## src/rtl/bbf_pkg.sv

```systemverilog
package bbf_pkg;

  localparam int unsigned PIX_W       = 8;
  localparam int unsigned EDGE_W      = 13;
  localparam int unsigned SIZE_W      = 13;
  localparam int unsigned SIZE_CALC_W = 15;
  localparam int unsigned COUNT_W     = 19;
  localparam int unsigned CFG_IDX_W   = 4;
  localparam int unsigned CFG_DATA_W  = 13;

  localparam logic [COUNT_W-1:0] COUNT_MAX = '1;

  localparam logic [SIZE_W-1:0] FRAME_WIDTH_RST  = 13'd640;
  localparam logic [SIZE_W-1:0] FRAME_HEIGHT_RST = 13'd480;
  localparam logic [PIX_W-1:0]  BRIGHT_FLOOR_RST = 8'd165;
  localparam logic [PIX_W-1:0]  SAT_LIMIT_RST    = 8'd60;

  typedef enum logic [CFG_IDX_W-1:0] {
    REG_FRAME_WIDTH  = 4'd0,
    REG_FRAME_HEIGHT = 4'd1,
    REG_BRIGHT_FLOOR = 4'd2,
    REG_SAT_LIMIT    = 4'd3
  } bbf_reg_e;

  typedef enum logic [1:0] {
    REASON_FOUND       = 2'd0,
    REASON_FEW_BRIGHT  = 2'd1,
    REASON_DEGENERATE  = 2'd2,
    REASON_WHOLE_FRAME = 2'd3
  } bbf_reason_e;

  typedef struct packed {
    logic [PIX_W-1:0] blue;
    logic [PIX_W-1:0] green;
    logic [PIX_W-1:0] red;
  } bbf_pixel_t;

  typedef struct packed {
    logic              plate_found;
    bbf_reason_e       reject_reason;
    logic [EDGE_W-1:0] left_edge;
    logic [EDGE_W-1:0] top_edge;
    logic [EDGE_W-1:0] right_edge;
    logic [EDGE_W-1:0] bottom_edge;
  } bbf_result_t;

  typedef struct packed {
    logic [CFG_IDX_W-1:0]  index;
    logic [CFG_DATA_W-1:0] value;
  } bbf_cfg_t;

  // Classification of one pixel, handed from the front end to the back end.
  typedef struct packed {
    logic sampled;
    logic bright;
    logic frame_end;
  } bbf_flags_t;

  // A zero size acts as one; anything above the coordinate range is capped.
  function automatic logic [SIZE_CALC_W-1:0] clamp_size(logic [SIZE_W-1:0] v,
                                                        logic [SIZE_CALC_W-1:0] top);
    logic [SIZE_CALC_W-1:0] ext;
    ext = {{(SIZE_CALC_W-SIZE_W){1'b0}}, v};
    if (v == '0) begin
      return SIZE_CALC_W'(1);
    end else if (ext > top) begin
      return top;
    end
    return ext;
  endfunction

endpackage

```

## src/rtl/bbf_stream_if.sv

```systemverilog
interface bbf_stream_if #(parameter type T = logic);
  logic valid;
  logic ready;
  T     data;

  modport source (output valid, output data, input ready);
  modport sink (input valid, input data, output ready);
endinterface

```

## src/rtl/bbf_queue.sv

```systemverilog
module bbf_queue #(
  parameter int unsigned WIDTH = 27,
  parameter int unsigned DEPTH = 4
) (
  input  logic             clk_i,
  input  logic             rst_ni,
  input  logic             push_i,
  input  logic [WIDTH-1:0] push_data_i,
  output logic             full_o,
  input  logic             pop_i,
  output logic [WIDTH-1:0] pop_data_o,
  output logic             empty_o
);

  localparam int unsigned PTR_W = (DEPTH > 1) ? $clog2(DEPTH) : 1;
  localparam int unsigned CNT_W = $clog2(DEPTH + 1);
  localparam logic [PTR_W-1:0] PTR_LAST = PTR_W'(DEPTH - 1);
  localparam logic [CNT_W-1:0] CNT_FULL = CNT_W'(DEPTH);

  logic [WIDTH-1:0] mem_q [DEPTH];
  logic [PTR_W-1:0] wr_ptr_q, wr_ptr_d;
  logic [PTR_W-1:0] rd_ptr_q, rd_ptr_d;
  logic [CNT_W-1:0] count_q, count_d;

  assign full_o     = (count_q == CNT_FULL);
  assign empty_o    = (count_q == '0);
  assign pop_data_o = mem_q[rd_ptr_q];

  always_comb begin
    wr_ptr_d = wr_ptr_q;
    rd_ptr_d = rd_ptr_q;
    count_d  = count_q;
    if (push_i) begin
      wr_ptr_d = (wr_ptr_q == PTR_LAST) ? '0 : wr_ptr_q + 1'b1;
    end
    if (pop_i) begin
      rd_ptr_d = (rd_ptr_q == PTR_LAST) ? '0 : rd_ptr_q + 1'b1;
    end
    if (push_i && !pop_i) begin
      count_d = count_q + 1'b1;
    end else if (pop_i && !push_i) begin
      count_d = count_q - 1'b1;
    end
  end

  always_ff @(posedge clk_i or negedge rst_ni) begin
    if (!rst_ni) begin
      wr_ptr_q <= '0;
      rd_ptr_q <= '0;
      count_q  <= '0;
    end else begin
      wr_ptr_q <= wr_ptr_d;
      rd_ptr_q <= rd_ptr_d;
      count_q  <= count_d;
    end
  end

  always_ff @(posedge clk_i) begin
    if (push_i) begin
      mem_q[wr_ptr_q] <= push_data_i;
    end
  end

  assert property (@(posedge clk_i) disable iff (!rst_ni) push_i |-> !full_o)
    else $error("queue written while full");
  assert property (@(posedge clk_i) disable iff (!rst_ni) pop_i |-> !empty_o)
    else $error("queue read while empty");
  assert property (@(posedge clk_i) disable iff (!rst_ni) count_q <= CNT_FULL)
    else $error("queue count beyond depth");

endmodule

```

## src/rtl/bbf_front.sv

```systemverilog
module bbf_front #(
  parameter int unsigned SAMPLE_STEP = 8,
  parameter int unsigned COORD_BITS  = 12
) (
  input  logic                                 clk_i,
  input  logic                                 rst_ni,
  bbf_stream_if.sink                           pixel_i,
  input  logic [COORD_BITS-1:0]                width_last_i,
  input  logic [COORD_BITS-1:0]                height_last_i,
  input  logic [bbf_pkg::PIX_W-1:0]            floor_i,
  input  logic [bbf_pkg::PIX_W-1:0]            sat_i,
  input  logic                                 queue_full_i,
  output logic                                 push_o,
  output logic [COORD_BITS-1:0]                col_o,
  output logic [COORD_BITS-1:0]                row_o,
  output bbf_pkg::bbf_flags_t                  flags_o
);

  localparam int unsigned PH_W = (SAMPLE_STEP > 1) ? $clog2(SAMPLE_STEP) : 1;
  localparam logic [PH_W-1:0] PH_LAST = PH_W'(SAMPLE_STEP - 1);

  logic [COORD_BITS-1:0] col_q, col_d, row_q, row_d;
  // Position within the sample step, so no modulo is needed on the counters.
  logic [PH_W-1:0] cph_q, cph_d, rph_q, rph_d;

  logic [bbf_pkg::PIX_W-1:0] hi, lo;
  logic row_end, frame_end, sampled, bright;

  always_comb begin
    hi = pixel_i.data.blue;
    lo = pixel_i.data.blue;
    if (pixel_i.data.green > hi) hi = pixel_i.data.green;
    if (pixel_i.data.red > hi) hi = pixel_i.data.red;
    if (pixel_i.data.green < lo) lo = pixel_i.data.green;
    if (pixel_i.data.red < lo) lo = pixel_i.data.red;
  end

  assign row_end   = (col_q >= width_last_i);
  assign frame_end = row_end && (row_q >= height_last_i);
  assign sampled   = (cph_q == '0) && (rph_q == '0);
  assign bright    = sampled && (hi >= floor_i) && ((hi - lo) <= sat_i);

  assign pixel_i.ready = !queue_full_i;
  assign push_o        = pixel_i.valid && !queue_full_i;
  assign col_o         = col_q;
  assign row_o         = row_q;
  assign flags_o       = '{sampled: sampled, bright: bright, frame_end: frame_end};

  always_comb begin
    col_d = col_q;
    row_d = row_q;
    cph_d = cph_q;
    rph_d = rph_q;
    if (push_o) begin
      if (frame_end) begin
        col_d = '0;
        row_d = '0;
        cph_d = '0;
        rph_d = '0;
      end else if (row_end) begin
        col_d = '0;
        cph_d = '0;
        row_d = row_q + 1'b1;
        rph_d = (rph_q == PH_LAST) ? '0 : rph_q + 1'b1;
      end else begin
        col_d = col_q + 1'b1;
        cph_d = (cph_q == PH_LAST) ? '0 : cph_q + 1'b1;
      end
    end
  end

  always_ff @(posedge clk_i or negedge rst_ni) begin
    if (!rst_ni) begin
      col_q <= '0;
      row_q <= '0;
      cph_q <= '0;
      rph_q <= '0;
    end else begin
      col_q <= col_d;
      row_q <= row_d;
      cph_q <= cph_d;
      rph_q <= rph_d;
    end
  end

endmodule

```

## src/rtl/bbf_back.sv

```systemverilog
module bbf_back #(
  parameter int unsigned SAMPLE_STEP = 8,
  parameter int unsigned COORD_BITS  = 12
) (
  input  logic                    clk_i,
  input  logic                    rst_ni,
  input  logic                    entry_valid_i,
  input  logic [COORD_BITS-1:0]   col_i,
  input  logic [COORD_BITS-1:0]   row_i,
  input  bbf_pkg::bbf_flags_t     flags_i,
  output logic                    pop_o,
  input  logic [COORD_BITS:0]     width_i,
  input  logic [COORD_BITS:0]     height_i,
  bbf_stream_if.source            result_o
);

  localparam int unsigned CW = COORD_BITS + 1;
  localparam int unsigned NW = bbf_pkg::COUNT_W;
  localparam logic [CW-1:0] STEP_EXT = CW'(SAMPLE_STEP);

  // Running box and counts of the frame in progress.
  logic [CW-1:0]         min_c_q, min_c_d, min_r_q, min_r_d;
  logic [COORD_BITS-1:0] max_c_q, max_c_d, max_r_q, max_r_d;
  logic [NW-1:0]         bright_q, bright_d, samp_q, samp_d;

  // Totals of a finished frame waiting for the decision.
  logic                  fin_valid_q;
  logic [CW-1:0]         fin_min_c_q, fin_min_r_q;
  logic [COORD_BITS-1:0] fin_max_c_q, fin_max_r_q;
  logic [NW-1:0]         fin_bright_q, fin_samp_q;

  logic                  out_valid_q;
  bbf_pkg::bbf_result_t  out_data_q, res_d;

  logic fin_ready, out_load, close_frame;

  assign out_load    = fin_valid_q && (!out_valid_q || result_o.ready);
  assign fin_ready   = !fin_valid_q || !out_valid_q || result_o.ready;
  assign pop_o       = entry_valid_i && (!flags_i.frame_end || fin_ready);
  assign close_frame = pop_o && flags_i.frame_end;

  always_comb begin
    min_c_d  = min_c_q;
    min_r_d  = min_r_q;
    max_c_d  = max_c_q;
    max_r_d  = max_r_q;
    bright_d = bright_q;
    samp_d   = samp_q;
    if (flags_i.sampled && samp_q != bbf_pkg::COUNT_MAX) begin
      samp_d = samp_q + 1'b1;
    end
    if (flags_i.bright) begin
      if (bright_q != bbf_pkg::COUNT_MAX) bright_d = bright_q + 1'b1;
      if ({1'b0, col_i} < min_c_q) min_c_d = {1'b0, col_i};
      if ({1'b0, row_i} < min_r_q) min_r_d = {1'b0, row_i};
      if (col_i > max_c_q) max_c_d = col_i;
      if (row_i > max_r_q) max_r_d = row_i;
    end
  end

  always_ff @(posedge clk_i or negedge rst_ni) begin
    if (!rst_ni) begin
      min_c_q  <= '1;
      min_r_q  <= '1;
      max_c_q  <= '0;
      max_r_q  <= '0;
      bright_q <= '0;
      samp_q   <= '0;
    end else if (pop_o) begin
      if (flags_i.frame_end) begin
        min_c_q  <= '1;
        min_r_q  <= '1;
        max_c_q  <= '0;
        max_r_q  <= '0;
        bright_q <= '0;
        samp_q   <= '0;
      end else begin
        min_c_q  <= min_c_d;
        min_r_q  <= min_r_d;
        max_c_q  <= max_c_d;
        max_r_q  <= max_r_d;
        bright_q <= bright_d;
        samp_q   <= samp_d;
      end
    end
  end

  always_ff @(posedge clk_i) begin
    if (close_frame) begin
      fin_min_c_q  <= min_c_d;
      fin_min_r_q  <= min_r_d;
      fin_max_c_q  <= max_c_d;
      fin_max_r_q  <= max_r_d;
      fin_bright_q <= bright_d;
      fin_samp_q   <= samp_d;
    end
    if (out_load) begin
      out_data_q <= res_d;
    end
  end

  always_ff @(posedge clk_i or negedge rst_ni) begin
    if (!rst_ni) begin
      fin_valid_q <= 1'b0;
      out_valid_q <= 1'b0;
    end else begin
      if (close_frame) begin
        fin_valid_q <= 1'b1;
      end else if (out_load) begin
        fin_valid_q <= 1'b0;
      end
      if (out_load) begin
        out_valid_q <= 1'b1;
      end else if (result_o.ready) begin
        out_valid_q <= 1'b0;
      end
    end
  end

  // Decision on the finished frame.
  logic          few, degen, whole;
  logic [CW-1:0] reach_c, reach_r, right, bottom;

  always_comb begin
    reach_c = {1'b0, fin_max_c_q} + STEP_EXT;
    reach_r = {1'b0, fin_max_r_q} + STEP_EXT;
    right   = (reach_c > width_i) ? width_i : reach_c;
    bottom  = (reach_r > height_i) ? height_i : reach_r;
    few     = {fin_bright_q, 2'b00} < {2'b00, fin_samp_q};
    degen   = ({1'b0, fin_max_c_q} <= fin_min_c_q) || ({1'b0, fin_max_r_q} <= fin_min_r_q);
    whole   = (fin_min_c_q < STEP_EXT) && (fin_min_r_q < STEP_EXT) &&
              (reach_c >= width_i) && (reach_r >= height_i);
    res_d   = '0;
    priority if (few) begin
      res_d.reject_reason = bbf_pkg::REASON_FEW_BRIGHT;
    end else if (degen) begin
      res_d.reject_reason = bbf_pkg::REASON_DEGENERATE;
    end else if (whole) begin
      res_d.reject_reason = bbf_pkg::REASON_WHOLE_FRAME;
    end else begin
      res_d.plate_found   = 1'b1;
      res_d.reject_reason = bbf_pkg::REASON_FOUND;
      res_d.left_edge     = bbf_pkg::EDGE_W'(fin_min_c_q);
      res_d.top_edge      = bbf_pkg::EDGE_W'(fin_min_r_q);
      res_d.right_edge    = bbf_pkg::EDGE_W'(right);
      res_d.bottom_edge   = bbf_pkg::EDGE_W'(bottom);
    end
  end

  assign result_o.valid = out_valid_q;
  assign result_o.data  = out_data_q;

  assert property (@(posedge clk_i) disable iff (!rst_ni)
    result_o.valid |->
      (result_o.data.plate_found == (result_o.data.reject_reason == bbf_pkg::REASON_FOUND)))
    else $error("found flag disagrees with reject reason");
  assert property (@(posedge clk_i) disable iff (!rst_ni)
    fin_valid_q && !out_load |=> fin_valid_q && $stable(fin_samp_q) && $stable(fin_bright_q))
    else $error("pending frame totals lost or changed");
  assert property (@(posedge clk_i) disable iff (!rst_ni)
    result_o.valid && !result_o.ready |=> result_o.valid && $stable(result_o.data))
    else $error("result word dropped or changed while waiting");

endmodule

```

## src/rtl/bright_region_bbox_finder_core.sv

```systemverilog
// Channel    Direction  Payload                                      Word
// pixel_i    in         blue, green, red                             one pixel, raster order
// cfg_i      in         index, value                                 one register write
// result_o   out        plate_found, reject_reason, four box edges   one result per frame
//
// One pixel is accepted every cycle while the four-entry queue between the
// pixel classifier and the box accumulator has room.
// Once the last pixel leaves the queue, frame totals and then the result are registered.
// Reset clears counters, box, queue and outputs and loads the default sizes
// and thresholds. A stalled result holds the decision stage, and pixels keep
// flowing until the queue fills behind the last pixel of the frame after that.
module bright_region_bbox_finder_core #(
  parameter int unsigned SAMPLE_STEP = 8,
  parameter int unsigned COORD_BITS  = 12,
  parameter int unsigned QUEUE_DEPTH = 4
) (
  input  logic          clk_i,
  input  logic          rst_ni,
  bbf_stream_if.sink    pixel_i,
  bbf_stream_if.sink    cfg_i,
  bbf_stream_if.source  result_o
);

  localparam int unsigned CW = COORD_BITS + 1;
  localparam int unsigned FLAGS_W = $bits(bbf_pkg::bbf_flags_t);
  localparam int unsigned ENTRY_W = FLAGS_W + 2 * COORD_BITS;
  localparam logic [bbf_pkg::SIZE_CALC_W-1:0] SIZE_TOP =
    bbf_pkg::SIZE_CALC_W'(2 ** COORD_BITS);

  logic [CW-1:0]                width_q, height_q;
  logic [bbf_pkg::PIX_W-1:0]    floor_q, sat_q;
  logic [COORD_BITS-1:0]        width_last, height_last;

  assign cfg_i.ready = 1'b1;

  always_ff @(posedge clk_i or negedge rst_ni) begin
    if (!rst_ni) begin
      width_q  <= CW'(bbf_pkg::clamp_size(bbf_pkg::FRAME_WIDTH_RST, SIZE_TOP));
      height_q <= CW'(bbf_pkg::clamp_size(bbf_pkg::FRAME_HEIGHT_RST, SIZE_TOP));
      floor_q  <= bbf_pkg::BRIGHT_FLOOR_RST;
      sat_q    <= bbf_pkg::SAT_LIMIT_RST;
    end else if (cfg_i.valid) begin
      unique case (bbf_pkg::bbf_reg_e'(cfg_i.data.index))
        bbf_pkg::REG_FRAME_WIDTH: begin
          width_q <= CW'(bbf_pkg::clamp_size(cfg_i.data.value, SIZE_TOP));
        end
        bbf_pkg::REG_FRAME_HEIGHT: begin
          height_q <= CW'(bbf_pkg::clamp_size(cfg_i.data.value, SIZE_TOP));
        end
        bbf_pkg::REG_BRIGHT_FLOOR: begin
          floor_q <= cfg_i.data.value[bbf_pkg::PIX_W-1:0];
        end
        bbf_pkg::REG_SAT_LIMIT: begin
          sat_q <= cfg_i.data.value[bbf_pkg::PIX_W-1:0];
        end
        default: begin
        end
      endcase
    end
  end

  // Sizes are at least one after clamping, so the last index never wraps.
  assign width_last  = COORD_BITS'(width_q - 1'b1);
  assign height_last = COORD_BITS'(height_q - 1'b1);

  logic                  push, pop, q_full, q_empty;
  logic [COORD_BITS-1:0] fr_col, fr_row, bk_col, bk_row;
  bbf_pkg::bbf_flags_t   fr_flags, bk_flags;
  logic [ENTRY_W-1:0]    q_in, q_out;

  bbf_front #(
    .SAMPLE_STEP (SAMPLE_STEP),
    .COORD_BITS  (COORD_BITS)
  ) u_front (
    .clk_i         (clk_i),
    .rst_ni        (rst_ni),
    .pixel_i       (pixel_i),
    .width_last_i  (width_last),
    .height_last_i (height_last),
    .floor_i       (floor_q),
    .sat_i         (sat_q),
    .queue_full_i  (q_full),
    .push_o        (push),
    .col_o         (fr_col),
    .row_o         (fr_row),
    .flags_o       (fr_flags)
  );

  assign q_in = {fr_flags, fr_col, fr_row};

  bbf_queue #(
    .WIDTH (ENTRY_W),
    .DEPTH (QUEUE_DEPTH)
  ) u_queue (
    .clk_i       (clk_i),
    .rst_ni      (rst_ni),
    .push_i      (push),
    .push_data_i (q_in),
    .full_o      (q_full),
    .pop_i       (pop),
    .pop_data_o  (q_out),
    .empty_o     (q_empty)
  );

  assign {bk_flags, bk_col, bk_row} = q_out;

  bbf_back #(
    .SAMPLE_STEP (SAMPLE_STEP),
    .COORD_BITS  (COORD_BITS)
  ) u_back (
    .clk_i         (clk_i),
    .rst_ni        (rst_ni),
    .entry_valid_i (!q_empty),
    .col_i         (bk_col),
    .row_i         (bk_row),
    .flags_i       (bk_flags),
    .pop_o         (pop),
    .width_i       (width_q),
    .height_i      (height_q),
    .result_o      (result_o)
  );

endmodule

```

## src/flat_wrapper.sv

```systemverilog
// flat-port wrapper written by rule: the top's interface ports become plain ports
module bright_region_bbox_finder_core_flat 
#(
  parameter int unsigned SAMPLE_STEP = 8,
  parameter int unsigned COORD_BITS  = 12,
  parameter int unsigned QUEUE_DEPTH = 4
)
  (clk_i, rst_ni, pixel_i_valid, pixel_i_data, pixel_i_ready, cfg_i_valid, cfg_i_data, cfg_i_ready, result_o_valid, result_o_data, result_o_ready);
  bbf_stream_if #(.T(bbf_pkg::bbf_pixel_t)) pixel_i_i ();
  bbf_stream_if #(.T(bbf_pkg::bbf_cfg_t)) cfg_i_i ();
  bbf_stream_if #(.T(bbf_pkg::bbf_result_t)) result_o_i ();
  input  logic clk_i;
  input  logic rst_ni;
  input wire logic [$bits(pixel_i_i.valid)-1:0] pixel_i_valid;
  input wire logic [$bits(pixel_i_i.data)-1:0] pixel_i_data;
  output wire logic [$bits(pixel_i_i.ready)-1:0] pixel_i_ready;
  input wire logic [$bits(cfg_i_i.valid)-1:0] cfg_i_valid;
  input wire logic [$bits(cfg_i_i.data)-1:0] cfg_i_data;
  output wire logic [$bits(cfg_i_i.ready)-1:0] cfg_i_ready;
  output wire logic [$bits(result_o_i.valid)-1:0] result_o_valid;
  output wire logic [$bits(result_o_i.data)-1:0] result_o_data;
  input wire logic [$bits(result_o_i.ready)-1:0] result_o_ready;
  assign pixel_i_i.valid = pixel_i_valid;
  assign pixel_i_i.data = pixel_i_data;
  assign pixel_i_ready = pixel_i_i.ready;
  assign cfg_i_i.valid = cfg_i_valid;
  assign cfg_i_i.data = cfg_i_data;
  assign cfg_i_ready = cfg_i_i.ready;
  assign result_o_valid = result_o_i.valid;
  assign result_o_data = result_o_i.data;
  assign result_o_i.ready = result_o_ready;
  bright_region_bbox_finder_core #(.SAMPLE_STEP(SAMPLE_STEP), .COORD_BITS(COORD_BITS), .QUEUE_DEPTH(QUEUE_DEPTH)) u_core (.clk_i(clk_i), .rst_ni(rst_ni), .pixel_i(pixel_i_i), .cfg_i(cfg_i_i), .result_o(result_o_i));
endmodule
```

## config.mk

```make
export PLATFORM = sky130hd
export DESIGN_NAME = bright_region_bbox_finder_core_flat
export DESIGN_NICKNAME = d
export VERILOG_FILES = /design/src/rtl/bbf_pkg.sv /design/src/rtl/bbf_stream_if.sv /design/src/rtl/bbf_queue.sv /design/src/rtl/bbf_front.sv /design/src/rtl/bbf_back.sv /design/src/rtl/bright_region_bbox_finder_core.sv /design/src/flat_wrapper.sv
export SDC_FILE = /design/constraint.sdc
export NUM_CORES = 1
export LEC_CHECK = 0
export BUFFER_PORTS_ARGS = -buffer_cell sky130_fd_sc_hd__buf_2
export CAP_MARGIN = 20
export CORE_MARGIN = 1.5
export CORE_UTILIZATION = 35
export DETAILED_ROUTE_END_ITERATION = 10
export PLACE_DENSITY_LB_ADDON = 0.15
export SYNTH_ARGS = -nofsm -noshare
export SYNTH_HDL_FRONTEND = slang
export SYNTH_HIERARCHICAL = 1
export SYNTH_SLANG_ARGS = --single-unit
```

## constraint.sdc

```tcl
create_clock -name clk_i -period 8.7 [get_ports clk_i]
set_input_delay 1.74 -clock clk_i [delete_from_list [all_inputs] [get_ports clk_i]]
set_output_delay 1.74 -clock clk_i [all_outputs]
set_load 0.03 [all_outputs]
```

==> flow_summary.rst <==
.. list-table::
   :header-rows: 1

   * - Metric
     - Value
   * - Status
     - finished clean
   * - Max Freq
     - 136 MHz
   * - R2R cell count
     - 7
   * - R2R Path End
     - u_core/u_back/fin_max_r_q[7]
   * - Number of enable flip-flop cells after synthesis
     - 251
   * - Number of clock sinks seen by CTS
     - 420
   * - Req. time, crit path
     - 9.00 ns
   * - Mux contribution to synthesized area
     - 0.0666
   * - Worst clock skew
     - 0.0269 ns
   * - Yosys reg bits
     - 420
   * - Max Slew Vio Count
     - 0
   * - Die extent in y
     - 261 um
   * - FF+latch area
     - 11800 um2
   * - Root buffer selected by CTS
     - sky130_fd_sc_hd__clkbuf_16
   * - Worst hold slack
     - 0.487 ns
   * - Critical path capture point type
     - flop
   * - Wire per inst
     - 19.2 um
   * - Shortest clock period the worst path allows after layout
     - 7.37 ns
   * - Sequential area share after synthesis
     - 0.508
   * - Setup repair after global routing missed its margin
     - no
   * - Total wire length after detailed routing
     - 58.4 mm
   * - Die X-Extent
     - 261 um
   * - Critical path class
     - in2reg
   * - Reg-to-reg startpoint
     - u_core/u_queue/rd_ptr_q[1]
   * - Post-synthesis xor/xnor area fraction
     - 0.0316
   * - Main synth FF type
     - sky130_fd_sc_hd__edfxtp_1
   * - Delay contributed by the slowest stage of the critical path
     - 0.47 ns
   * - Global route total overflow
     - 0
   * - Utilization after layout
     - 0.399
   * - Net count, final
     - 2396
   * - Multi-input combinational cell area
     - 10400 um2
   * - Placeable core area
     - 65700 um2
   * - Ratio of cells with drive above 1 in the final layout
     - 0.149
   * - Mean post-synth cell area
     - 11.3 um2
   * - Antenna violations before repair
     - 0
   * - Leakage power summed over all cells
     - 11.1 nW
   * - Cell family with the largest share of critical-path delay
     - compound AO/OA/AOI/OAI gates
   * - Transition time at the pin with the least slew margin
     - 1.08 ns
   * - Clock tree from TritonCTS
     - done
   * - Boundary pin count
     - 104
   * - # rows
     - 94
   * - Routability-driven placement congestion ratio
     - 0.855
   * - CTS H-Tree Depth
     - 2
   * - Critical path's slowest cell
     - sky130_fd_sc_hd__a221oi_1
   * - Number of input and output port buffers inserted
     - 102
   * - Post-synthesis cell count
     - 2050
   * - Diodes inserted
     - 0
   * - Routed via count
     - 15700
   * - Slew margin rel.
     - 0.280
   * - VDD IR-drop max
     - 0.177 mV
   * - Hold Path Sink
     - u_core/u_queue/count_q[2]
   * - Fillers
     - 6271
   * - Power per standard cell area
     - 359 nW/um2
   * - Number of buffers on the longest clock path
     - 3
   * - Via/cell ratio
     - 5.15
   * - Clock transition at the register clock pins on the worst setup and hold paths after CTS
     - 0.06 ns
   * - Largest fanout of any net on the critical path
     - 19
   * - Number of design rule violations left after detail routing
     - 0
   * - Final setup fails
     - 0
   * - Initial standard-cell utilization of the core
     - 0.354
   * - Antenna violation net count after detailed routing
     - 0
   * - Adder-cell share of the synthesized area
     - 0.110
   * - Vias in the first global route
     - 15700
   * - Synthesized cell area
     - 23300 um2
   * - First-pass GRT wire length
     - 91.5 mm
   * - Slack of the critical path
     - 1.33 ns
   * - Setup slack, reg-to-reg
     - 4.29 ns
   * - Largest net degree at the start of global routing
     - 68
   * - Number of buffers inserted by post-CTS setup repair
     - 0
   * - Hold/Removal Path Class
     - reg2reg
   * - Min-Delay Startpoint
     - u_core/u_queue/count_q[2]
   * - Buffer and inverter count on the worst path
     - 1
   * - Area growth, synth to finish
     - 12.8%
   * - Initial detailed-routing violation count
     - 834
   * - Final count of hold timing violations
     - 0
   * - Die Footprint
     - 68000 um2
   * - Place WS
     - 0.800 ns
   * - Clock buffers created by TritonCTS
     - 46
   * - Setup TNS Final
     - 0 ns
   * - Final HPWL DP
     - 42.7 mm
   * - Source-to-sink clock delay at the later pin of the worst-skew pair
     - 0.57 ns
   * - Main combinational cell family by area after synthesis
     - simple AND/OR/NAND/NOR gates
   * - Final clock period utilization by the worst path
     - 0.847
   * - Complex-gate fraction of the synthesized area
     - 0.117
   * - CTS Hold Bufs
     - 0
   * - Overall fraction of global-route tracks in use
     - 0.174
   * - Share of synthesized flip-flops with an asynchronous set or reset
     - 0.402
   * - Arrival time of the worst setup path
     - 7.67 ns
   * - Yosys Warn Count
     - 6
   * - Resized Gates After CTS
     - 0
   * - Distinct cell type count after synthesis
     - 98
   * - Simple-gate share of the synthesized area
     - 0.118
   * - Launching element type of the critical path
     - input port
   * - Number of instances on the worst hold path
     - 1
   * - First-pass DRT Iterations
     - 5
   * - # Max-Cap Violations
     - 0
area by class of cell:
cell class	count	share of cell area
multi-input cells	1357	0.395
clock buffers	63	0.0498
repair buffers	120	0.0249
inverters	202	0.0289
well taps	864	0.0412
clock inverters	22	0.00930
flip-flops and latches	420	0.451
per-layer routing:
layer | GRT usage | share of wire
met1 | 0.236 | 0.47
met2 | 0.289 | 0.48
met3 | 0.0237 | 0.035
met4 | 0.0483 | 0.023
met5 | 0 | 0
worst register-to-register path, stage by stage (launching register included):
cell and delay (ns):
sky130_fd_sc_hd__dfrtp_2 0.90, sky130_fd_sc_hd__mux4_1 0.65, sky130_fd_sc_hd__buf_4 0.36, sky130_fd_sc_hd__nand2_1 0.16, sky130_fd_sc_hd__o21ai_4 0.05, sky130_fd_sc_hd__buf_4 0.32, sky130_fd_sc_hd__nor2_4 0.66, sky130_fd_sc_hd__buf_4 0.86
report_power, final:
part | internal (mW) | switching, mW | leakage (nW)
sequential | 2.95 | 0.436 | 4.54
clock | 1.20 | 0.802 | 0.754
combinational | 1.50 | 2.53 | 5.81
synth_stat cells, types with 34 or more instances:
cell                       number  area [um2]
sky130_fd_sc_hd__dfrtp_1      129        3230
sky130_fd_sc_hd__xor2_1        39         342
sky130_fd_sc_hd__clkbuf_1      38         143
sky130_fd_sc_hd__xnor2_1       45         394
sky130_fd_sc_hd__mux2i_1       40         400
sky130_fd_sc_hd__nand3_1       59         295
sky130_fd_sc_hd__dfstp_2       40        1050
sky130_fd_sc_hd__inv_1        200         751
sky130_fd_sc_hd__and3_1        34         213
sky130_fd_sc_hd__ha_1         201        2510
sky130_fd_sc_hd__o21ai_0       66         330
sky130_fd_sc_hd__nor2_1        87         327
sky130_fd_sc_hd__nand2_1      158         593
sky130_fd_sc_hd__o21ai_1       68         340
sky130_fd_sc_hd__edfxtp_1     251        7540
sky130_fd_sc_hd__nor3_1        59         295
sky130_fd_sc_hd__a21oi_1       83         415
worst max path at each step:
stage | to | depth (start not counted) | start | slack, ns
global route | u_core/u_queue/mem_q[2][25] | 28 | pixel_i_data[13] | 0.81
finish | u_core/u_queue/mem_q[3][25] | 28 | pixel_i_data[13] | 1.33
floorplan | u_core/u_queue/mem_q[0][25] | 33 | pixel_i_data[21] | 1.41
detailed placement | u_core/u_queue/mem_q[0][25] | 28 | pixel_i_data[13] | 0.80
CTS | u_core/u_queue/mem_q[2][25] | 28 | pixel_i_data[13] | 1.39
global placement | u_core/u_queue/mem_q[0][25] | 28 | pixel_i_data[13] | 0.86
flip-flops by register name (all words and copies together), names as in the netlist, 8 cells and up:
register / count
u_core/u_back/min_c_q: 13
u_core/u_back/max_r_q: 12
u_core/u_back/max_c_q: 12
u_core/width_q: 13
u_core/u_front/col_o: 12
u_core/floor_q: 8
u_core/u_back/bright_q: 19
u_core/u_back/samp_q: 19
u_core/height_q: 13
u_core/u_back/fin_bright_q: 19
u_core/u_back/fin_max_c_q: 12
u_core/sat_q: 8
u_core/u_back/fin_samp_q: 19
u_core/u_queue/mem_q: 108
u_core/u_back/fin_min_r_q: 13
u_core/u_back/fin_min_c_q: 13
u_core/u_front/row_o: 12
u_core/u_back/fin_max_r_q: 12
u_core/u_back/min_r_q: 13
u_core/u_back/result_o.data: 55
metrics by stage:
stage	power (mW)	area [um2]	cells
2_1_floorplan	6.26	23300	2051
4_1_cts	9.58	26200	3048
5_1_grt	10.1	26200	3048
3_3_place_gp	7.43	24700	2963
6_report	9.43	26200	3048
3_5_place_dp	7.52	24700	2963
cell families after synthesis:
group,Yosys count
and+or+nand+nor,540
DFF,420
AOI/OAI and AO/OA,412
buffers and inverters,274
adders and majority gates,204
muxes,114
xor gates and xnor gates,84
other,2
layout by cell type (no fill, tap or decap), drive strengths merged, types with 7 or more instances in the layout:
cell type	count
nand3	59
o31ai	19
a21o	32
nor2	87
inv	203
mux2	47
o22a	23
o21a	7
a31oi	18
dfrtp	129
a21oi	85
xor2	39
a22o	27
clkbuf	63
or3	12
edfxtp	251
xnor2	45
nor2b	15
nand2	158
ha	201
buf	120
clkinv	13
nand4	33
o211ai	10
nor3	60
nor4	17
and4	13
dfstp	40
a211oi	10
o21ai	136
mux4	27
and3	34
and2	15
nand2b	13
mux2i	40
Note: power is estimated with default switching activity, not from simulation.
